--- config.mk ---
export PLATFORM = sky130hd
export DESIGN_NAME = tbsw_ctrl
export DESIGN_NICKNAME = d
export VERILOG_FILES = /design/src/design/tbsw_pkg.sv /design/src/design/tbsw_ctrl.sv
export VERILOG_INCLUDE_DIRS = /design/src /design/src/design
export SDC_FILE = /design/constraint.sdc
export NUM_CORES = 1
export LEC_CHECK = 0
export BUFFER_PORTS_ARGS = -buffer_cell sky130_fd_sc_hd__buf_2
export CAP_MARGIN = 10
export CELL_PAD_IN_SITES_DETAIL_PLACEMENT = 0
export CELL_PAD_IN_SITES_GLOBAL_PLACEMENT = 1
export CORE_UTILIZATION = 23
export CTS_CLUSTER_DIAMETER = 200
export DETAILED_ROUTE_END_ITERATION = 10
export GPL_ROUTABILITY_DRIVEN = 1
export PLACE_DENSITY = 0.69
export SLEW_MARGIN = 20
export SYNTH_ARGS = -nofsm -noshare
export SYNTH_HDL_FRONTEND = slang
export SYNTH_SLANG_ARGS = --single-unit
--- constraint.sdc ---
create_clock -name clk -period 1.2 [get_ports clk]
set_input_delay 0.24 -clock clk [delete_from_list [all_inputs] [get_ports clk]]
set_output_delay 0.24 -clock clk [all_outputs]
set_load 0.1 [all_outputs]
--- src/design/time_bucket_stats_window_top_macros.svh ---
// ---------------------------------------------------------------------------
// Assertion macros for the time bucket statistics window
// Shared property shapes, all clocked on clk and disabled during reset.
// ---------------------------------------------------------------------------
`ifndef TIME_BUCKET_STATS_WINDOW_TOP_MACROS_SVH
`define TIME_BUCKET_STATS_WINDOW_TOP_MACROS_SVH

// Consequent must hold in the same cycle as the antecedent.
`define TBSW_ASSERT_NOW(lbl, ante, cons) \
  lbl: assert property (@(posedge clk) disable iff (rst) (ante) |-> (cons)) \
    else $error("same-cycle check failed");

// Consequent must hold in the cycle after the antecedent.
`define TBSW_ASSERT_NEXT(lbl, ante, cons) \
  lbl: assert property (@(posedge clk) disable iff (rst) (ante) |=> (cons)) \
    else $error("next-cycle check failed");

`endif

--- src/design/tbsw_pkg.sv ---
// ---------------------------------------------------------------------------
// tbsw_pkg
// Types and constants shared by the bucket window controller and datapath.
// ---------------------------------------------------------------------------
package tbsw_pkg;

  localparam int DATA_W    = 64;
  localparam int COUNT_W   = 31;
  localparam int CFG_IDX_W = 1;

  // Configuration register indexes.
  localparam logic [CFG_IDX_W-1:0] CFG_BUCKET_SPAN = 1'b0;
  localparam logic [CFG_IDX_W-1:0] CFG_WINDOW_SPAN = 1'b1;

  // Register values after reset.
  localparam logic [DATA_W-1:0] SPAN_RESET   = 64'd100000;
  localparam logic [DATA_W-1:0] WINDOW_RESET = 64'd900000000;

  localparam logic [COUNT_W-1:0] COUNT_MAX = {COUNT_W{1'b1}};

  // One bucket as held in the bucket memory.
  typedef struct packed {
    logic [DATA_W-1:0]  rows_min;
    logic [DATA_W-1:0]  rows_max;
    logic [DATA_W-1:0]  rows_sum;
    logic [DATA_W-1:0]  time_min;
    logic [DATA_W-1:0]  time_max;
    logic [DATA_W-1:0]  time_sum;
    logic [DATA_W-1:0]  bucket_start;
    logic [COUNT_W-1:0] sample_count;
  } entry_t;

  // Which ring position the memory read port addresses.
  typedef enum logic [1:0] {
    RD_INDEX,
    RD_NEWEST,
    RD_OLDEST,
    RD_NEXT_OLDEST
  } rd_src_t;

  // What the result registers load.
  typedef enum logic [2:0] {
    REP_NONE,
    REP_INVALID,
    REP_RAM,
    REP_MERGE,
    REP_PUSH
  } rep_t;

  typedef struct packed {
    logic    load_in;
    logic    rd_en;
    rd_src_t rd_src;
    logic    pop;
    rep_t    rep;
  } cmd_t;

  typedef struct packed {
    logic idx_ok;
    logic total_zero;
    logic total_one;
    logic merge_ok;
    logic expired;
  } status_t;

endpackage

--- src/design/tbsw_ctrl.sv ---
// ---------------------------------------------------------------------------
// tbsw_ctrl
// Sequencer for reads, merges, expiry and pushes of the bucket window.
// ---------------------------------------------------------------------------
`include "time_bucket_stats_window_top_macros.svh"

module tbsw_ctrl (
  input  logic              clk,
  input  logic              rst,
  input  logic              start,
  input  logic              func,
  output logic              busy,
  output logic              done,
  input  tbsw_pkg::status_t status,
  output tbsw_pkg::cmd_t    cmd
);

  import tbsw_pkg::*;

  typedef enum logic [2:0] {
    S_IDLE,
    S_RD_DATA,
    S_MRG_CHK,
    S_EXP_CHK,
    S_PUSH
  } state_t;

  state_t state;
  state_t state_next;

  assign busy = (state != S_IDLE);

  // Next state and datapath commands.
  always_comb begin
    state_next  = state;
    cmd.load_in = 1'b0;
    cmd.rd_en   = 1'b0;
    cmd.rd_src  = RD_OLDEST;
    cmd.pop     = 1'b0;
    cmd.rep     = REP_NONE;
    case (state)
      S_IDLE: begin
        if (start) begin
          cmd.load_in = 1'b1;
          if (func) begin
            if (status.idx_ok) begin
              cmd.rd_en  = 1'b1;
              cmd.rd_src = RD_INDEX;
              state_next = S_RD_DATA;
            end else begin
              cmd.rep = REP_INVALID;
            end
          end else if (!status.total_zero) begin
            cmd.rd_en  = 1'b1;
            cmd.rd_src = RD_NEWEST;
            state_next = S_MRG_CHK;
          end else begin
            state_next = S_PUSH;
          end
        end
      end
      S_RD_DATA: begin
        cmd.rep    = REP_RAM;
        state_next = S_IDLE;
      end
      S_MRG_CHK: begin
        if (status.merge_ok) begin
          cmd.rep    = REP_MERGE;
          state_next = S_IDLE;
        end else begin
          cmd.rd_en  = 1'b1;
          cmd.rd_src = RD_OLDEST;
          state_next = S_EXP_CHK;
        end
      end
      S_EXP_CHK: begin
        // One bucket is examined per cycle from the oldest end.
        if (status.expired) begin
          cmd.pop = 1'b1;
          if (status.total_one) begin
            state_next = S_PUSH;
          end else begin
            cmd.rd_en  = 1'b1;
            cmd.rd_src = RD_NEXT_OLDEST;
          end
        end else begin
          state_next = S_PUSH;
        end
      end
      S_PUSH: begin
        cmd.rep    = REP_PUSH;
        state_next = S_IDLE;
      end
      default: begin
        state_next = S_IDLE;
      end
    endcase
  end

  // State and the result strobe.
  always_ff @(posedge clk) begin
    if (rst) begin
      state <= S_IDLE;
      done  <= 1'b0;
    end else begin
      state <= state_next;
      done  <= (cmd.rep != REP_NONE);
    end
  end

  // A result is only ever presented once the sequencer is back at rest.
  `TBSW_ASSERT_NOW(a_done_idle, done, state == S_IDLE)
  // An accepted item either finishes at once or keeps the block busy.
  `TBSW_ASSERT_NEXT(a_accept_progress, start && !busy, done || busy)

endmodule

==> results of run 1 <==
==> stage by stage <==
stage | setup TNS (ns) | std cells | hold slack, ns | instance area (um2)
finish | -2.93 | 98 | 0.178 | 881
global route | -3.30 | 98 | 0.178 | 881
CTS | -2.80 | 98 | 0.180 | 847
detailed placement | -1.30 | 93 | 0.422 | 749
global placement | -1.01 | 93 | 0.426 | 749
floorplan | -3.26 | 47 | 0.295 | 418
==> power by group <==
group          total, uW  switching, uW  leakage, uW  internal (uW)
combinational        515            308     0.000339            208
sequential           153           13.6    0.0000349            139
clock                173           60.6    0.0000138            112
==> logic make-up (layout without fill, tap and decap cells) <==
| kind of cell | after synthesis | in the layout | synth area share |
|---|---|---|---|
| buffers and inverters | 7 | 43 | 0.0945 |
| flip-flops | 4 | 4 | 0.252 |
| AND/OR/NAND/NOR | 25 | 25 | 0.461 |
| AO/OA/AOI/OAI | 11 | 11 | 0.193 |
==> worst max-delay path: stages (launching register included) <==
cell,delay (ns)
dfxtp_4,0.37
and3b_1,0.23
a21oi_2,0.04
or2_4,0.24
clkinvlp_4,0.08
buf_12,0.16
==> final timing paths <==
check | start | to | slack (ns) | cells past startpoint
setup / recovery | state[0]$_SDFFE_PP0P_ | cmd[1] | -0.41 | 5
hold / removal | rst | state[0]$_SDFFE_PP0P_ | 0.18 | 2
setup reg to reg | state[0]$_SDFFE_PP0P_ | state[0]$_SDFFE_PP0P_ | -0.08 | 4
hold reg to reg | state[2]$_SDFFE_PP0P_ | state[2]$_SDFFE_PP0P_ | 0.62 | 2
==> per-layer routing <==
layer | up-vias | track usage | routed length, um
met5 | - | 0 | 0
met4 | 0 | 0.0259 | 0
met3 | 0 | 0.0694 | 30
met2 | 8 | 0.333 | 661
met1 | 212 | 0.224 | 521
li1 | 234 | - | -
==> placed cells by master, fill, tap and decap left out, drive strengths merged, types with 2 or more instances in the layout <==
master and count:
buf 35, a21oi 6, nand2b 5, dfxtp 4
nor2 4, nand2 4, clkinvlp 3, clkbuf 3
o21ai 3, or2 2, a31oi 2, nor3 2
inv 2
==> state kept, by name, indices dropped and copies added (netlist names) <==
register  cells
done          1
state         3
==> cell type report <==
cell class | instances | area (um2)
clock buffer | 3 | 22.5
fill | 113 | 404
inverter | 5 | 30.0
multi-input combinational | 36 | 347
sequential | 4 | 91.3
tap | 15 | 18.8
timing repair buffer | 35 | 372
==> what timing repair did <==
| action | 4_1_cts | 5_1_grt |
|---|---|---|
| resized for setup | 17 | 7 |
| endpoints found under the hold margin | 0 | 0 |
| setup endpoints to repair | 12 | 12 |
| pin swaps | 7 | 4 |
| buffers inserted | 2 | 0 |
==> reports/metrics.yaml, run 1 <==
die_h_um: 39.2
detail_route.wl_per_cell_um: 12.4
clkSinkCount: 4
synth_nets: 56
die_x_um: 39.2
crit_path_end_kind: "output port"
start_kind: "register"
power.leakage_uw: 0.000388
cts_buffers: 3
drive_gt1_frac: 0.783
yosysTopAreaCellShare: 0.252
status: "finished with violations"
avgSynthCellArea_um2: 6.76
fin_util: 0.685
criticalPathCategory: "register to output port"
synth_cells: 47
ys_types: 21
hp-class: "input port to register"
fp.dieArea_um2: 1530
finalPower_uw: 841
antenna_cells: 0
place_ws_ns: -0.189
ant_nets: 0
coreArea_um2: 1280
synth_area_um2: 318
synthFlopType: "dfxtp_1"
fin_nets: 94
setup_viol: 12
tightest_slew_ns: 0.260
vias_per_cell: 4.63
ys_seq_elements: 4
yosysTopAreaCell: "dfxtp_1"
grt_first_pass_wirelength_um: 1960
grt_setup_unrepaired: "true"
max_freq_ghz: 0.623
synth_edf_count: 0
hold_viol: 0
synth_warnings: 0
cts_root_buf: "clkbuf_4"
synthArstFlopShare: 0
grt_pass1_vias: 459
slew_headroom: 0.826
grt-ovfl-total: 0
synth.top_cells.by_area: "dfxtp_1, nand2b_1, a21oi_1"
start_util: 0.247
drc_errors: 1
cap_violations: 0
synthToLayoutAreaGrowth_pct: 177
ctsHtreeMaxLevel: 1
dpl.hpwl_um: 864
grt_max_degree: 9
crit_arrival_ns: 1.37
drt_iter0_drc: 2
violations: "design-rule violations, negative setup slack"
layout_min_cycle_time_ns: 1.61
ios: 19
finalClockSkew_ns: 0.00564
cellPowerDensity_nw_per_um2: 955
grt_usage: 0.191
io_buffers: 18
clk_pin_slew_ns: 0.04
wirelength_um: 1210
clk_path_buf_depth: 2
gp_congestion: 0.753
ys_seq_area_frac: 0.252
peakVddDrop_v: 0.000533
dr.pass1.iters: 7
insertion_delay_ns: 0.24
synthTopCellsByCount: "a21oi_1, inv_1, nand2b_1"
vias: 454
fin_ws_ns: -0.406
hold_buffers: 0
drv_slew: 0
cts_tree: "done"
grt_antenna_before_repair: 0
cp_max_fo: 7
rows: 13
fin_crit_sh: 1.34
crit_required_ns: 0.96
(Power assumes the default switching activity.)
==> inputs of run 2 (changes only) <==
--- a/config.mk
+++ b/config.mk
@@ -6,10 +6,12 @@
 export SDC_FILE = /design/constraint.sdc
 export NUM_CORES = 1
 export LEC_CHECK = 0
+export ABC_AREA = 1
 export BUFFER_PORTS_ARGS = -buffer_cell sky130_fd_sc_hd__buf_2
 export CAP_MARGIN = 10
 export CELL_PAD_IN_SITES_DETAIL_PLACEMENT = 0
 export CELL_PAD_IN_SITES_GLOBAL_PLACEMENT = 1
+export CORE_MARGIN = 2
 export CORE_UTILIZATION = 23
 export CTS_CLUSTER_DIAMETER = 200
 export DETAILED_ROUTE_END_ITERATION = 10
==> run 2 against run 1 <==
The run ends with negative setup slack left. Sequential cell count stayed put. Worst setup slack better by 0.097 ns. First-iteration DRC count is 50% higher. Power is 44% higher. Die area is 16% higher.
==> reports/metrics.yaml, run 2 <==
synth_warnings: 0
synth_area_um2: 334
ctsHtreeMaxLevel: 1
drt_iter0_drc: 3
routed.top_layer: "met3"
rows: 13
cellPowerDensity_nw_per_um2: 1440
power.leakage_uw: 0.000393
crit_required_ns: 0.96
clkPwrFrac: 0.134
ys_types: 14
start_util: 0.250
cts_root_buf: "clkbuf_4"
criticalPathCategory: "register to output port"
finalClockSkew_ns: 0.00124
clk_path_buf_depth: 2
synth_most_common_cell: "nand2_1"
synth_cells: 52
avgSynthCellArea_um2: 6.42
clk_pin_slew_ns: 0.04
hold_viol: 0
startpoint: "state[0]$_SDFFE_PP0P_"
die_x_um: 42.1
synth.top_cells.by_area: "dfxtp_1, nand3_1, nand2_1"
fillCellCount: 119
tns_ns: -2.71
mostFrequentLayoutCells: "buf_4, buf_12, buf_2"
slowest_delay_ns: 0.32
io_buffers: 18
comb_power_share: 0.726
gp_congestion: 0.741
cap_violations: 0
reg2reg_to: "state[1]$_SDFFE_PP0P_"
ant_nets: 0
grt-ovfl-total: 0
crit_arrival_ns: 1.27
synthTopCellsByCount: "nand2_1, inv_1, nand3_1, nor2_1, dfxtp_1"
synthFlopType: "dfxtp_1"
wl_met3_um: 26
reg2reg_from: "state[1]$_SDFFE_PP0P_"
synth_nets: 61
grt_pass1_vias: 439
synthArstFlopShare: 0
vias_per_cell: 4.28
drc_errors: 0
grt_setup_unrepaired: "true"
critical_path.top_delay_family: "simple AND/OR/NAND/NOR gates"
dr_wl_met2_um: 565
internal_power_uw: 597
mostFrequentLayoutCell: "buf_4"
detail_route.wl_per_cell_um: 9.77
drv_slew: 0
critPathBufInv: 1
top_register: "state"
grt_max_degree: 5
p_sw_uw: 611
vias: 449
wirelength_um: 1030
final_cells: 105
crit_path_end_kind: "output port"
status: "finished with violations"
wl_met1_um: 434
cts_buffers: 3
finalInstanceArea_um2: 838
fin_nets: 101
start_kind: "register"
grt_first_pass_wirelength_um: 1700
seqPwrFrac: 0.140
min_to: "state[0]$_SDFFE_PP0P_"
peakVddDrop_v: 0.000739
antenna_cells: 0
synthToLayoutAreaGrowth_pct: 151
ys_seq_elements: 4
ys_seq_area_frac: 0.240
hp-class: "input port to register"
crit_chain: "nor2_4 -> nand2_8 -> nor2_4 -> nand3_4 -> nand3_4 -> buf_12"
largest_reg_flops: 3
yosysTopAreaCell: "dfxtp_1"
hp-start: "rst"
violations: "negative setup slack"
dp.cells: 97
fp.dieArea_um2: 1770
switching_share: 0.506
dpl.hpwl_um: 832
drive_gt1_frac: 0.656
r2r_slack_ns: -0.06
whs_path_depth: 2
tightest_slew_ns: 0.278
synth_edf_count: 0
slowest_stage: "dfxtp_2"
postPlaceCellArea_um2: 736
r2r_cells: 8
fin_ws_ns: -0.309
clkSinkCount: 4
max_freq_ghz: 0.663
yosysTopAreaCellShare: 0.240
fin_crit_sh: 1.26
slew_headroom: 0.816
coreArea_um2: 1330
insertion_delay_ns: 0.23
dr.pass1.iters: 3
ios: 19
fin_hold_ws_ns: 0.213
cp_max_fo: 4
grt_antenna_before_repair: 0
layout_min_cycle_time_ns: 1.51
grt_usage: 0.125
largestRegisters: "state: 3 flops, done: 1 flops"
cts_tree: "done"
die_h_um: 42.1
setup_viol: 13
[run 2: area by class of cell]
cell class                      instances  area, um2  area share
Timing Repair Buffer                   35        367       0.437
Multi-Input combinational cell         38        307       0.366
Sequential cell                         4       82.6      0.0985
Inverter                               10       41.3      0.0493
Clock buffer                            3       22.5      0.0269
Tap cell                               15       18.8      0.0224
[run 2: cells by family (layout without fill, tap and decap cells)]
logic type             after synthesis  in the layout  synth area share
AO/OA/AOI/OAI                        5              5            0.0936
AND/OR/NAND/NOR                     33             33             0.554
flip-flops                           4              4             0.240
buffers and inverters               10             48             0.112
[run 2: routing by layer]
layer	track usage	up-vias
met2	0.203	8
met4	0.0750	0
li1	-	240
met1	0.149	201
met3	0.0259	0
met5	0	-
[run 2: power groups by stage]
| stage | Sequential (uW) | Combinational [uW] | Clock [uW] |
|---|---|---|---|
| finish | 170 | 877 | 162 |
| global route | 172 | 915 | 182 |
| CTS | 169 | 845 | 170 |
| detailed placement | 170 | 807 | 0 |
| global placement | 170 | 803 | 0 |
| floorplan | 209 | 486 | 0 |
[run 2: timing repair]
item,CTS,global route
pin swaps,4,1
hold buffers,0,0
setup buffers,2,3
resized for setup,4,6
setup endpoints to repair,9,12
[run 2: per-stage QoR]
| step | util | setup slack, ns | power (uW) |
|---|---|---|---|
| after global placement | 0.552 | -0.171 | 973 |
| after global routing | 0.629 | -0.383 | 1270 |
| after CTS | 0.591 | -0.324 | 1180 |
| after floorplan | - | -1.18 | 694 |
| after detailed placement | 0.552 | -0.170 | 976 |
| final | 0.629 | -0.309 | 1210 |
[run 2: worst max-delay path by stage]
stage,end,slack (ns),depth (start not counted)
final,cmd[6],-0.31,6
after global placement,cmd[4],-0.17,4
after detailed placement,cmd[5],-0.17,5
after floorplan,cmd[6],-1.18,5
after CTS,cmd[6],-0.32,6
after global routing,cmd[4],-0.38,5
==> inputs of run 3 (changes only) <==
--- a/config.mk
+++ b/config.mk
@@ -7,16 +7,16 @@
 export NUM_CORES = 1
 export LEC_CHECK = 0
 export ABC_AREA = 1
-export BUFFER_PORTS_ARGS = -buffer_cell sky130_fd_sc_hd__buf_2
 export CAP_MARGIN = 10
 export CELL_PAD_IN_SITES_DETAIL_PLACEMENT = 0
 export CELL_PAD_IN_SITES_GLOBAL_PLACEMENT = 1
-export CORE_MARGIN = 2
-export CORE_UTILIZATION = 23
+export CORE_AREA = 10 10 47 49
 export CTS_CLUSTER_DIAMETER = 200
 export DETAILED_ROUTE_END_ITERATION = 10
+export DIE_AREA = 0 0 57 59
+export DONT_BUFFER_PORTS = 1
 export GPL_ROUTABILITY_DRIVEN = 1
-export PLACE_DENSITY = 0.69
+export PLACE_DENSITY = 0.55
 export SLEW_MARGIN = 20
 export SYNTH_ARGS = -nofsm -noshare
 export SYNTH_HDL_FRONTEND = slang
==> constraint.sdc (replaced) <==
create_clock -name clk -period 1.2 [get_ports clk]
set_input_delay 0 -clock clk [delete_from_list [all_inputs] [get_ports clk]]
set_output_delay 0 -clock clk [all_outputs]
set_load 0.1 [all_outputs]
==> run 3 against run 2 <==
The run still ends with negative setup slack left. Clock power about the same. Worst hold slack worse by 0.20 ns. Cell count down 17%. Largest cell class is now multi-input combinational cells.
==> reports/metrics.yaml, run 3 (synthesized netlist as in run 2, its figures left out) <==
status: "finished with violations"
violations: "negative setup slack"
crit_chain: "nor2_4 -> nand2_8 -> nor2_4 -> nand3_4 -> nand3_4 -> buf_12"
wirelength_um: 1040
tns_ns: -0.249
peakVddDrop_v: 0.000803
clk_path_buf_depth: 2
largest_reg_flops: 3
grt-ovfl-total: 0
crit_arrival_ns: 1.27
ctsHtreeMaxLevel: 1
vias_per_cell: 4.53
power.leakage_uw: 0.000307
crit_path_end_kind: "output port"
slew_headroom: 0.815
gp_congestion: 0.742
grt_pass1_vias: 428
grt_max_degree: 6
start_util: 0.238
cts_root_buf: "clkbuf_4"
vias: 394
drive_gt1_frac: 0.535
hold_viol: 0
dr.pass1.iters: 4
grt_setup_unrepaired: "true"
fin_nets: 82
cap_violations: 0
cellPowerDensity_nw_per_um2: 1620
dpl.hpwl_um: 865
grt_antenna_before_repair: 0
clkSinkCount: 4
tightest_slew_ns: 0.280
drv_slew: 0
die_x_um: 57
insertion_delay_ns: 0.23
detail_route.wl_per_cell_um: 12.0
grt_first_pass_wirelength_um: 1790
seq_area_um2: 82.6
crit_required_ns: 1.20
fin_crit_sh: 1.06
antenna_cells: 0
cp_max_fo: 5
fp.dieArea_um2: 3360
layout_min_cycle_time_ns: 1.27
finalInstanceArea_um2: 662
grt_usage: 0.0664
multi_input_area_um2: 287
criticalPathCategory: "register to output port"
fin_ws_ns: -0.0709
cts_buffers: 3
critical_path.top_delay_family: "simple AND/OR/NAND/NOR gates"
r2r_slack_ns: 0.09
synthToLayoutAreaGrowth_pct: 98.1
coreArea_um2: 1400
max_freq_ghz: 0.787
critPathBufInv: 1
drt_iter0_drc: 5
mostFrequentLayoutCell: "nand2_1"
finalClockSkew_ns: 0.00224
setup_viol: 7
ant_nets: 0
rows: 14
start_kind: "register"
cts_tree: "done"
die_h_um: 59
largestRegisters: "state: 3 flops, done: 1 flops"
postPlaceCellArea_um2: 566
fin_hold_ws_ns: 0.0160
drc_errors: 0
fillCellCount: 148
clk_pin_slew_ns: 0.04
slowest_delay_ns: 0.32
hp-class: "input port to register"
io_buffers: 0
ios: 19
slowest_stage: "dfxtp_2"
top_register: "state"
[run 3: path summary, 6_finish.rpt]
path,from,cells past startpoint,to
worst max register to register,state[2]$_SDFFE_PP0P_,6,state[1]$_SDFFE_PP0P_
worst max-delay path,state[0]$_SDFFE_PP0P_,6,cmd[6]
worst min register to register,state[1]$_SDFFE_PP0P_,4,state[0]$_SDFFE_PP0P_
worst min-delay path,func,4,state[0]$_SDFFE_PP0P_
[run 3: layer usage]
metal | vias to the layer above | track usage | wire length, um
met5 | - | 0 | 0
met4 | 0 | 0.0403 | 0
met3 | 0 | 0.0365 | 94
met2 | 14 | 0.116 | 567
met1 | 173 | 0.0590 | 378
li1 | 207 | - | -
[run 3: final cells by class]
cell class	instances	area share
Inverter	10	0.0567
Timing Repair Buffer	16	0.321
Sequential cell	4	0.125
Multi-Input combinational cell	38	0.433
Clock buffer	3	0.0340
Tap cell	16	0.0302
[run 3: stage by stage]
step	worst slack (ns)	total power [uW]	instances	util
CTS	-0.0901	1080	86	0.467
global route	-0.123	1120	87	0.472
detailed placement	0.0895	847	80	0.404
global placement	0.0924	848	80	0.404
floorplan	-0.942	688	52	-
finish	-0.0709	1070	87	0.472
[run 3: power by group]
part	internal [uW]	switching, uW
registers	152	13.6
clock network	111	47.9
logic	232	512
[run 3: what timing repair did]
| item | in CTS | in global routing |
|---|---|---|
| resized for setup | 12 | 0 |
| setup buffers | 2 | 1 |
| hold buffers | 1 | 0 |
| endpoints found under the hold margin | 4 | 0 |
| pin swaps | 6 | 1 |
| endpoints found under the setup margin | 7 | 9 |
| cloned | 0 | 0 |
[run 3: worst reg2reg max path: cells and delay by family, from the launching register on]
family	cells	cell delay, ns
and+or+nand+nor	4	0.34
buffers and inverters	2	0.25
DFF	1	0.40
